`src/rtl/sfp_pkg.sv`:
```
`timescale 1ns / 1ps
// Shared types and constants for the scale frame parser.
// No dependencies; used by the front end, back end and top of the parser.
package sfp_pkg;

  localparam int unsigned IDX_W = 5;

  localparam logic [7:0] STX_BYTE = 8'h02;

  localparam logic [IDX_W-1:0] STATUS_POS   = 5'd2;
  localparam logic [IDX_W-1:0] WEIGHT_FIRST = 5'd4;
  localparam logic [IDX_W-1:0] WEIGHT_LAST  = 5'd9;
  localparam logic [IDX_W-1:0] TARE_FIRST   = 5'd10;
  localparam logic [IDX_W-1:0] TARE_LAST    = 5'd15;

  localparam logic [7:0] ST_MOTION_A = 8'h68;
  localparam logic [7:0] ST_MOTION_B = 8'h78;
  localparam logic [7:0] ST_OVER_A   = 8'h7C;
  localparam logic [7:0] ST_OVER_B   = 8'h6C;
  localparam logic [7:0] ST_POUNDS   = 8'h60;
  localparam logic [7:0] ST_KILOS    = 8'h70;

  localparam logic [1:0] UNIT_LB   = 2'd0;
  localparam logic [1:0] UNIT_KG   = 2'd1;
  localparam logic [1:0] UNIT_KEEP = 2'd2;

  typedef struct packed {
    logic [7:0] data;
    logic       start;
    logic       status;
    logic       weight;
    logic       tare;
    logic       last;
  } cmd_t;

  typedef struct packed {
    logic [6:0]  sum7;
    logic        checksum_bad;
    logic [15:0] bad_frames;
    logic        frame_rejected;
    logic [1:0]  unit_code;
    logic [47:0] weight_digits;
    logic [47:0] tare_digits;
  } res_t;

  function automatic logic is_rejected(input logic [7:0] s);
    return (s == ST_MOTION_A) || (s == ST_MOTION_B) || (s == ST_OVER_A) || (s == ST_OVER_B);
  endfunction

  function automatic logic [1:0] unit_of(input logic [7:0] s);
    logic [1:0] u;
    u = UNIT_KEEP;
    if (s == ST_POUNDS) begin
      u = UNIT_LB;
    end else if (s == ST_KILOS) begin
      u = UNIT_KG;
    end
    return u;
  endfunction

endpackage

```
`src/rtl/sfp_fifo.sv`:
```
`timescale 1ns / 1ps
// Small register queue with push/full and pop/empty sides.
// No dependencies; holds commands and results inside the parser.
module sfp_fifo #(
  parameter int unsigned WIDTH = 8,
  parameter int unsigned DEPTH = 2
) (
  input  logic             clk_i,
  input  logic             rst_ni,
  input  logic             push_i,
  input  logic [WIDTH-1:0] wdata_i,
  output logic             full_o,
  input  logic             pop_i,
  output logic [WIDTH-1:0] rdata_o,
  output logic             empty_o
);

  localparam int unsigned PTR_W = (DEPTH > 1) ? $clog2(DEPTH) : 1;
  localparam int unsigned CNT_W = $clog2(DEPTH + 1);
  localparam logic [PTR_W-1:0] PTR_LAST = PTR_W'(DEPTH - 1);
  localparam logic [CNT_W-1:0] CNT_FULL = CNT_W'(DEPTH);

  logic [WIDTH-1:0] mem_q [DEPTH];
  logic [PTR_W-1:0] wr_ptr_q, wr_ptr_d;
  logic [PTR_W-1:0] rd_ptr_q, rd_ptr_d;
  logic [CNT_W-1:0] cnt_q, cnt_d;
  logic             do_push, do_pop;

  assign full_o  = (cnt_q == CNT_FULL);
  assign empty_o = (cnt_q == '0);
  assign rdata_o = mem_q[rd_ptr_q];
  assign do_push = push_i && !full_o;
  assign do_pop  = pop_i && !empty_o;

  always_comb begin
    wr_ptr_d = wr_ptr_q;
    rd_ptr_d = rd_ptr_q;
    cnt_d    = cnt_q;
    if (do_push) begin
      wr_ptr_d = (wr_ptr_q == PTR_LAST) ? '0 : wr_ptr_q + 1'b1;
    end
    if (do_pop) begin
      rd_ptr_d = (rd_ptr_q == PTR_LAST) ? '0 : rd_ptr_q + 1'b1;
    end
    if (do_push && !do_pop) begin
      cnt_d = cnt_q + 1'b1;
    end else if (do_pop && !do_push) begin
      cnt_d = cnt_q - 1'b1;
    end
  end

  always_ff @(posedge clk_i or negedge rst_ni) begin
    if (!rst_ni) begin
      wr_ptr_q <= '0;
      rd_ptr_q <= '0;
      cnt_q    <= '0;
    end else begin
      wr_ptr_q <= wr_ptr_d;
      rd_ptr_q <= rd_ptr_d;
      cnt_q    <= cnt_d;
    end
  end

  always_ff @(posedge clk_i) begin
    if (do_push) begin
      mem_q[wr_ptr_q] <= wdata_i;
    end
  end

endmodule

```
`src/rtl/sfp_front.sv`:
```
`timescale 1ns / 1ps
// Front end: hunts for the start byte, tracks the frame position and
// tags each frame byte with its role. Depends on sfp_pkg.
module sfp_front
  import sfp_pkg::*;
#(
  parameter int unsigned FRAME_BYTES = 18
) (
  input  logic       clk_i,
  input  logic       rst_ni,
  input  logic       take_i,
  input  logic [7:0] rx_byte_i,
  output logic       cmd_push_o,
  output cmd_t       cmd_o
);

  localparam logic [IDX_W-1:0] LAST_POS = IDX_W'(FRAME_BYTES - 1);

  logic             collecting_q, collecting_d;
  logic [IDX_W-1:0] idx_q, idx_d;
  logic             is_stx;

  assign is_stx = (rx_byte_i == STX_BYTE);

  always_comb begin
    cmd_o.data   = rx_byte_i;
    cmd_o.start  = !collecting_q;
    cmd_o.status = collecting_q && (idx_q == STATUS_POS);
    cmd_o.weight = collecting_q && (idx_q >= WEIGHT_FIRST) && (idx_q <= WEIGHT_LAST);
    cmd_o.tare   = collecting_q && (idx_q >= TARE_FIRST) && (idx_q <= TARE_LAST);
    cmd_o.last   = collecting_q && (idx_q >= LAST_POS);
    cmd_push_o   = take_i && (collecting_q || is_stx);

    collecting_d = collecting_q;
    idx_d        = idx_q;
    if (take_i) begin
      if (!collecting_q) begin
        if (is_stx) begin
          collecting_d = 1'b1;
          idx_d        = IDX_W'(1);
        end
      end else if (cmd_o.last) begin
        collecting_d = 1'b0;
        idx_d        = '0;
      end else begin
        idx_d = idx_q + 1'b1;
      end
    end
  end

  always_ff @(posedge clk_i or negedge rst_ni) begin
    if (!rst_ni) begin
      collecting_q <= 1'b0;
      idx_q        <= '0;
    end else begin
      collecting_q <= collecting_d;
      idx_q        <= idx_d;
    end
  end

endmodule

```
`src/rtl/sfp_back.sv`:
```
`timescale 1ns / 1ps
// Back end: applies tagged bytes to the sum, status and digit registers
// and builds one result at the last byte. Depends on sfp_pkg.
module sfp_back
  import sfp_pkg::*;
(
  input  logic clk_i,
  input  logic rst_ni,
  input  logic cmd_valid_i,
  input  cmd_t cmd_i,
  output logic cmd_pop_o,
  input  logic res_full_i,
  output logic res_push_o,
  output res_t res_o
);

  logic [6:0]  sum_q, sum_d;
  logic [15:0] bad_q, bad_d;
  logic [7:0]  status_q, status_d;
  logic [47:0] weight_q, weight_d;
  logic [47:0] tare_q, tare_d;
  logic        bad;
  logic        rej;

  assign cmd_pop_o  = cmd_valid_i && (!cmd_i.last || !res_full_i);
  assign res_push_o = cmd_valid_i && cmd_i.last && !res_full_i;

  always_comb begin
    sum_d    = cmd_i.start ? cmd_i.data[6:0] : sum_q + cmd_i.data[6:0];
    status_d = cmd_i.status ? cmd_i.data : status_q;
    weight_d = cmd_i.weight ? {weight_q[39:0], cmd_i.data} : weight_q;
    tare_d   = cmd_i.tare ? {tare_q[39:0], cmd_i.data} : tare_q;
    bad      = (sum_d != '0);
    bad_d    = (cmd_i.last && bad) ? bad_q + 1'b1 : bad_q;
    rej      = is_rejected(status_d);

    res_o.sum7           = sum_d;
    res_o.checksum_bad   = bad;
    res_o.bad_frames     = bad_d;
    res_o.frame_rejected = rej;
    res_o.unit_code      = unit_of(status_d);
    res_o.weight_digits  = rej ? '0 : weight_d;
    res_o.tare_digits    = rej ? '0 : tare_d;
  end

  always_ff @(posedge clk_i or negedge rst_ni) begin
    if (!rst_ni) begin
      sum_q <= '0;
      bad_q <= '0;
    end else if (cmd_pop_o) begin
      sum_q <= cmd_i.last ? '0 : sum_d;
      bad_q <= bad_d;
    end
  end

  always_ff @(posedge clk_i) begin
    if (cmd_pop_o) begin
      status_q <= status_d;
      weight_q <= weight_d;
      tare_q   <= tare_d;
    end
  end

endmodule

```
`src/rtl/scale_frame_parser_unit.sv`:
```
`timescale 1ns / 1ps
// Scale frame parser: accepts one received byte per cycle while the command queue
// has room, one result per frame. A frame's result is registered in the command
// queue and then in the result queue, two entries each, before it can be popped
// from the result ports.
// A full result queue holds back only the last byte of a frame.
// Reset (async, active low) returns to hunting and clears sums and counters.
module scale_frame_parser_unit
  import sfp_pkg::*;
#(
  parameter int unsigned FRAME_BYTES = 18
) (
  input  logic        clk_i,
  input  logic        rst_ni,
  input  logic        push,
  output logic        full,
  input  logic [7:0]  rx_byte_i,
  input  logic        pop,
  output logic        empty,
  output logic [6:0]  sum7_o,
  output logic        checksum_bad_o,
  output logic [15:0] bad_frames_o,
  output logic        frame_rejected_o,
  output logic [1:0]  unit_code_o,
  output logic [47:0] weight_digits_o,
  output logic [47:0] tare_digits_o
);

  localparam int unsigned CMD_W = $bits(cmd_t);
  localparam int unsigned RES_W = $bits(res_t);

  logic             take;
  logic             cmd_push, cmd_pop, cmd_empty;
  cmd_t             cmd_in;
  logic [CMD_W-1:0] cmd_raw;
  logic             res_push, res_full;
  res_t             res_in, res_out;
  logic [RES_W-1:0] res_raw;

  assign take = push && !full;

  sfp_front #(
    .FRAME_BYTES(FRAME_BYTES)
  ) u_front (
    .clk_i     (clk_i),
    .rst_ni    (rst_ni),
    .take_i    (take),
    .rx_byte_i (rx_byte_i),
    .cmd_push_o(cmd_push),
    .cmd_o     (cmd_in)
  );

  sfp_fifo #(
    .WIDTH(CMD_W),
    .DEPTH(2)
  ) u_cmd_fifo (
    .clk_i  (clk_i),
    .rst_ni (rst_ni),
    .push_i (cmd_push),
    .wdata_i(cmd_in),
    .full_o (full),
    .pop_i  (cmd_pop),
    .rdata_o(cmd_raw),
    .empty_o(cmd_empty)
  );

  sfp_back u_back (
    .clk_i      (clk_i),
    .rst_ni     (rst_ni),
    .cmd_valid_i(!cmd_empty),
    .cmd_i      (cmd_t'(cmd_raw)),
    .cmd_pop_o  (cmd_pop),
    .res_full_i (res_full),
    .res_push_o (res_push),
    .res_o      (res_in)
  );

  sfp_fifo #(
    .WIDTH(RES_W),
    .DEPTH(2)
  ) u_res_fifo (
    .clk_i  (clk_i),
    .rst_ni (rst_ni),
    .push_i (res_push),
    .wdata_i(res_in),
    .full_o (res_full),
    .pop_i  (pop),
    .rdata_o(res_raw),
    .empty_o(empty)
  );

  assign res_out          = res_t'(res_raw);
  assign sum7_o           = res_out.sum7;
  assign checksum_bad_o   = res_out.checksum_bad;
  assign bad_frames_o     = res_out.bad_frames;
  assign frame_rejected_o = res_out.frame_rejected;
  assign unit_code_o      = res_out.unit_code;
  assign weight_digits_o  = res_out.weight_digits;
  assign tare_digits_o    = res_out.tare_digits;

  a_res_no_overflow: assert property (@(posedge clk_i) disable iff (!rst_ni)
    res_push |-> !res_full)
    else $error("result pushed into a full queue");

  a_cmd_pop_valid: assert property (@(posedge clk_i) disable iff (!rst_ni)
    cmd_pop |-> !cmd_empty)
    else $error("command taken from an empty queue");

  a_bad_flag: assert property (@(posedge clk_i) disable iff (!rst_ni)
    !empty |-> (checksum_bad_o == (sum7_o != '0)))
    else $error("checksum flag disagrees with sum");

  a_reject_unit: assert property (@(posedge clk_i) disable iff (!rst_ni)
    (!empty && frame_rejected_o) |-> (unit_code_o == UNIT_KEEP))
    else $error("rejected frame carries a unit change");

endmodule

```
`config.mk`:
```
export PLATFORM = sky130hd
export DESIGN_NAME = scale_frame_parser_unit
export DESIGN_NICKNAME = d
export VERILOG_FILES = /design/src/rtl/sfp_pkg.sv /design/src/rtl/sfp_fifo.sv /design/src/rtl/sfp_front.sv /design/src/rtl/sfp_back.sv /design/src/rtl/scale_frame_parser_unit.sv
export SDC_FILE = /design/constraint.sdc
export NUM_CORES = 1
export LEC_CHECK = 0
export BUFFER_PORTS_ARGS = -buffer_cell sky130_fd_sc_hd__buf_4
export CORE_UTILIZATION = 50
export CTS_CLUSTER_SIZE = 28
export DETAILED_ROUTE_END_ITERATION = 10
export HOLD_SLACK_MARGIN = 0.03
export PLACE_DENSITY_LB_ADDON = 0.1
export SYNTH_ARGS = -nofsm -noshare
export SYNTH_HDL_FRONTEND = slang
export SYNTH_SLANG_ARGS = --single-unit
```
`constraint.sdc`:
```
create_clock -name clk_i -period 6.3 [get_ports clk_i]
set_input_delay 1.26 -clock clk_i [delete_from_list [all_inputs] [get_ports clk_i]]
set_output_delay 1.26 -clock clk_i [all_outputs]
set_load 0.01 [all_outputs]
```
==> flow_metrics.tcl <==
set metrics [dict create \
    synth-compound-area-share_pct 6.034 \
    dr_wl_met3_mm 1.446 \
    synth_fa_ha_area_share_pct 1.040 \
    dieWidth_um 189.4 \
    p_comb_share_pct 34.0 \
    worst_pin_slew_ns 1.151 \
    power_density_nw_per_um2 565.6 \
    ys_ff_latch 413 \
    first_pass_iters 5 \
    ys_warn_count 0 \
    fin_crit_ns 4.227 \
    syn_inst 1263 \
    hpwlAfterDp_mm 21.67 \
    r2r_setup_slack_ns 2.07 \
    gp_congestion 0.8652 \
    vias_per_cell 5.459 \
    crit_top_cell "buf_4" \
    synth_common_cells "edfxtp_1 (376), nand2_1 (254), mux2_2 (129)" \
    cts-buffers-inserted 42 \
    finalWirelength_mm 35.73 \
    dieArea_um2 35880 \
    finalInstanceArea_um2 20440 \
    start_util_pct 50.84 \
    synth_top_family_by_area "multiplexers" \
    yosysTopAreaCell "edfxtp_1" \
    hp-class "reg -> reg" \
    crit_path_start "u_cmd_fifo.rd_ptr_q" \
    grt_overflow 0 \
    ant_nets 0 \
    synth-main-ff-cell "edfxtp_1" \
    post_cts_resized 0 \
    wl_met2_mm 16.75 \
    synthMuxAreaShare_pct 9.888 \
    grt_setup_unrepaired "false" \
    syn_nets 1289 \
    end_kind "flop" \
    timing.rr.start "u_cmd_fifo.rd_ptr_q" \
    synthToLayoutAreaGrowth_pct 16.36 \
    path_class "reg -> reg" \
    numClockSinks 413 \
    setup_viol 0 \
    p_int_mw 7.791 \
    crit_arrival_ns 4.50 \
    max_freq_mhz 236.6 \
    skew_ns 0.01135 \
    critPathMaxFanout 30 \
    final_util_pct 59.16 \
    clock-root-buffer "clkbuf_16" \
    clock_latency_ns 0.53 \
    fp.dieH_um 189.4 \
    worstSetupStartpointType "flop" \
    num_vias 10230 \
    cts-htree-levels 2 \
    netlist_area_um2 17560 \
    fin_setup_tns_ns 0 \
    grt_max_degree 78 \
    slowest_stage "dfrtp_1" \
    synth_edf_count 376 \
    maxCapViolations 0 \
    cp_slowest_stage_delay_ns 0.69 \
    min_period_over_period_pct 67.09 \
    path_cells "buf_4 > mux2i_1 > inv_1 > fa_1 > a211oi_2 > o21bai_1 > a31o_2 > a211oi_4 > buf_4 > a31oi_1 > mux2_2" \
    cts_buffer_depth 3 \
    post_cts_buffers 0 \
    ir_drop_v 0.0004942 \
    n_antenna_cell 0 \
    ys_types 55 \
    drtIter0Drc 734 \
    p_seq_share_pct 43.7 \
    hold_buffers 0 \
    port_buffers 136 \
    cts.clk_slew.worst_paths_ns 0.06 \
    nets 1417 \
    dr.max_layer_used "met4" \
    synth.most_common_cell "edfxtp_1" \
    synth_top_area_share_pct 64.29 \
    switching_share_pct 32.59 \
    grt_pass1_wl_mm 55.88 \
    place_area_um2 19010 \
    timing.final.max_slew_violations 0 \
    drive_above_1_share_pct 25.44 \
    wl_per_cell_um 19.07 \
    hold_viol 0 \
    leakage_nw 7.852 \
    core_um2 34540 \
    max_slew_margin_pct 23.26 \
    synthXorXnorAreaFrac_pct 2.094 \
    p_sw_mw 3.767 \
    yosys.area_share.simple_pct 9.055 \
    ios 137 \
    grt_antenna_before_repair 0 \
    holdCritStartpoint "u_cmd_fifo.wr_ptr_q" \
    synth_seq_area_share_pct 69.56 \
    cts_tree "done" \
    grt.total_usage_pct 19.91 \
    synthArstFlopShare_pct 8.959 \
    critPathRequiredTime_ns 6.57 \
    outcome "finished, final reports clean" \
    pwr-share-clk_pct 22.3 \
    synth_area_per_cell_um2 13.91 \
    synth_area_leaders "edfxtp_1 (64%), mux2_2 (8.3%), nand2_1 (5.4%)" \
    grt_pass1_vias 10025 \
    drc 0 \
    num_rows 68 \
    wl_met1_mm 16.87 \
]
-- path summary, 6_finish.rpt --
| check | depth (start not counted) | end |
|---|---|---|
| setup reg to reg | 11 | u_res_fifo.mem_q[0][100] |
| max in group asynchronous | 1 | u_res_fifo.rd_ptr_q |
| setup / recovery | 11 | u_res_fifo.mem_q[0][100] |
| hold reg to reg | 1 | u_cmd_fifo.wr_ptr_q |
| min in group asynchronous | 1 | u_back.bad_q[7] |
| hold / removal | 1 | u_cmd_fifo.wr_ptr_q |
-- state kept, by name (all words and copies together), names as in the netlist --
name / flops
u_back.status_q: 8
u_cmd_fifo.rd_ptr_q: 1
u_back.bad_q: 16
u_cmd_fifo.cnt_q: 2
u_res_fifo.rd_ptr_q: 1
u_front.collecting_q: 1
u_res_fifo.mem_q: 246
u_back.weight_q: 48
u_res_fifo.cnt_q: 2
u_cmd_fifo.wr_ptr_q: 1
u_back.tare_q: 48
u_cmd_fifo.mem_q: 26
u_front.idx_q: 5
u_res_fifo.wr_ptr_q: 1
u_back.sum_q: 7
-- routing by layer --
metal / GRT usage (%) / vias up
li1: - / 4890
met1: 29.39 / 5076
met2: 30.85 / 216
met3: 2.854 / 48
met4: 5.583 / 0
met5: 0 / -
-- cells in the final DEF, fill, tap and decap left out, types with 5 or more instances in the layout --
cell type and n:
clkinv_2 6, a211oi_1 7, nor2_1 37, dfrtp_1 36
nand2_1 254, inv_1 22, o21ai_0 13, a31oi_1 16
mux2_2 129, clkbuf_16 43, nor3_1 5, xor2_1 34
clkinv_1 5, bufinv_16 8, buf_4 148, clkbuf_1 6
edfxtp_1 376, a21oi_1 106, a311oi_1 16, ha_1 13
xnor2_1 8, nor2b_1 20, mux2i_1 22, nand3_1 16
-- area by class of cell --
class	instances	area, um2
multi-input combinational	761	4981
timing repair buffer	150	1151
fill	2807	14110
clock inverter	22	312.8
clock buffer	50	1112
tap	455	569.3
sequential	413	12220
inverter	23	88.84
-- power by group through the flow --
stage | logic [mW] | clock network, mW | registers, mW
final | 3.93 | 2.58 | 5.05
after global routing | 4.30 | 2.74 | 5.17
after CTS | 3.99 | 2.64 | 5.06
after detailed placement | 3.97 | 0 | 5.11
after global placement | 3.93 | 0 | 5.07
after floorplan | 2.57 | 0 | 4.97
-- critical path: cells and delay by family, from the launching register on --
family,cells,cell delay [ns]
flops,1,0.69
fa+ha+maj,1,0.46
mux,2,0.68
compound gates,5,1.23
buf+inv,3,0.88
-- logic make-up after synthesis --
family	Yosys count
AOI/OAI and AO/OA	179
xor gates and xnor gates	42
adders and majority gates	14
buffers and inverters	89
DFF	413
muxes	156
and+or+nand+nor	370
-- stage by stage --
step	hold WS, ns	setup slack [ns]	instances	power [mW]
CTS	0.4888	2.114	1874	11.69
global route	0.5076	1.814	1874	12.21
finish	0.4915	2.073	1874	11.56
floorplan	0.4603	1.618	1263	7.539
global placement	0.4748	2.233	1802	9.009
detailed placement	0.4761	2.140	1802	9.082
Power figures use the tool's default switching activity.
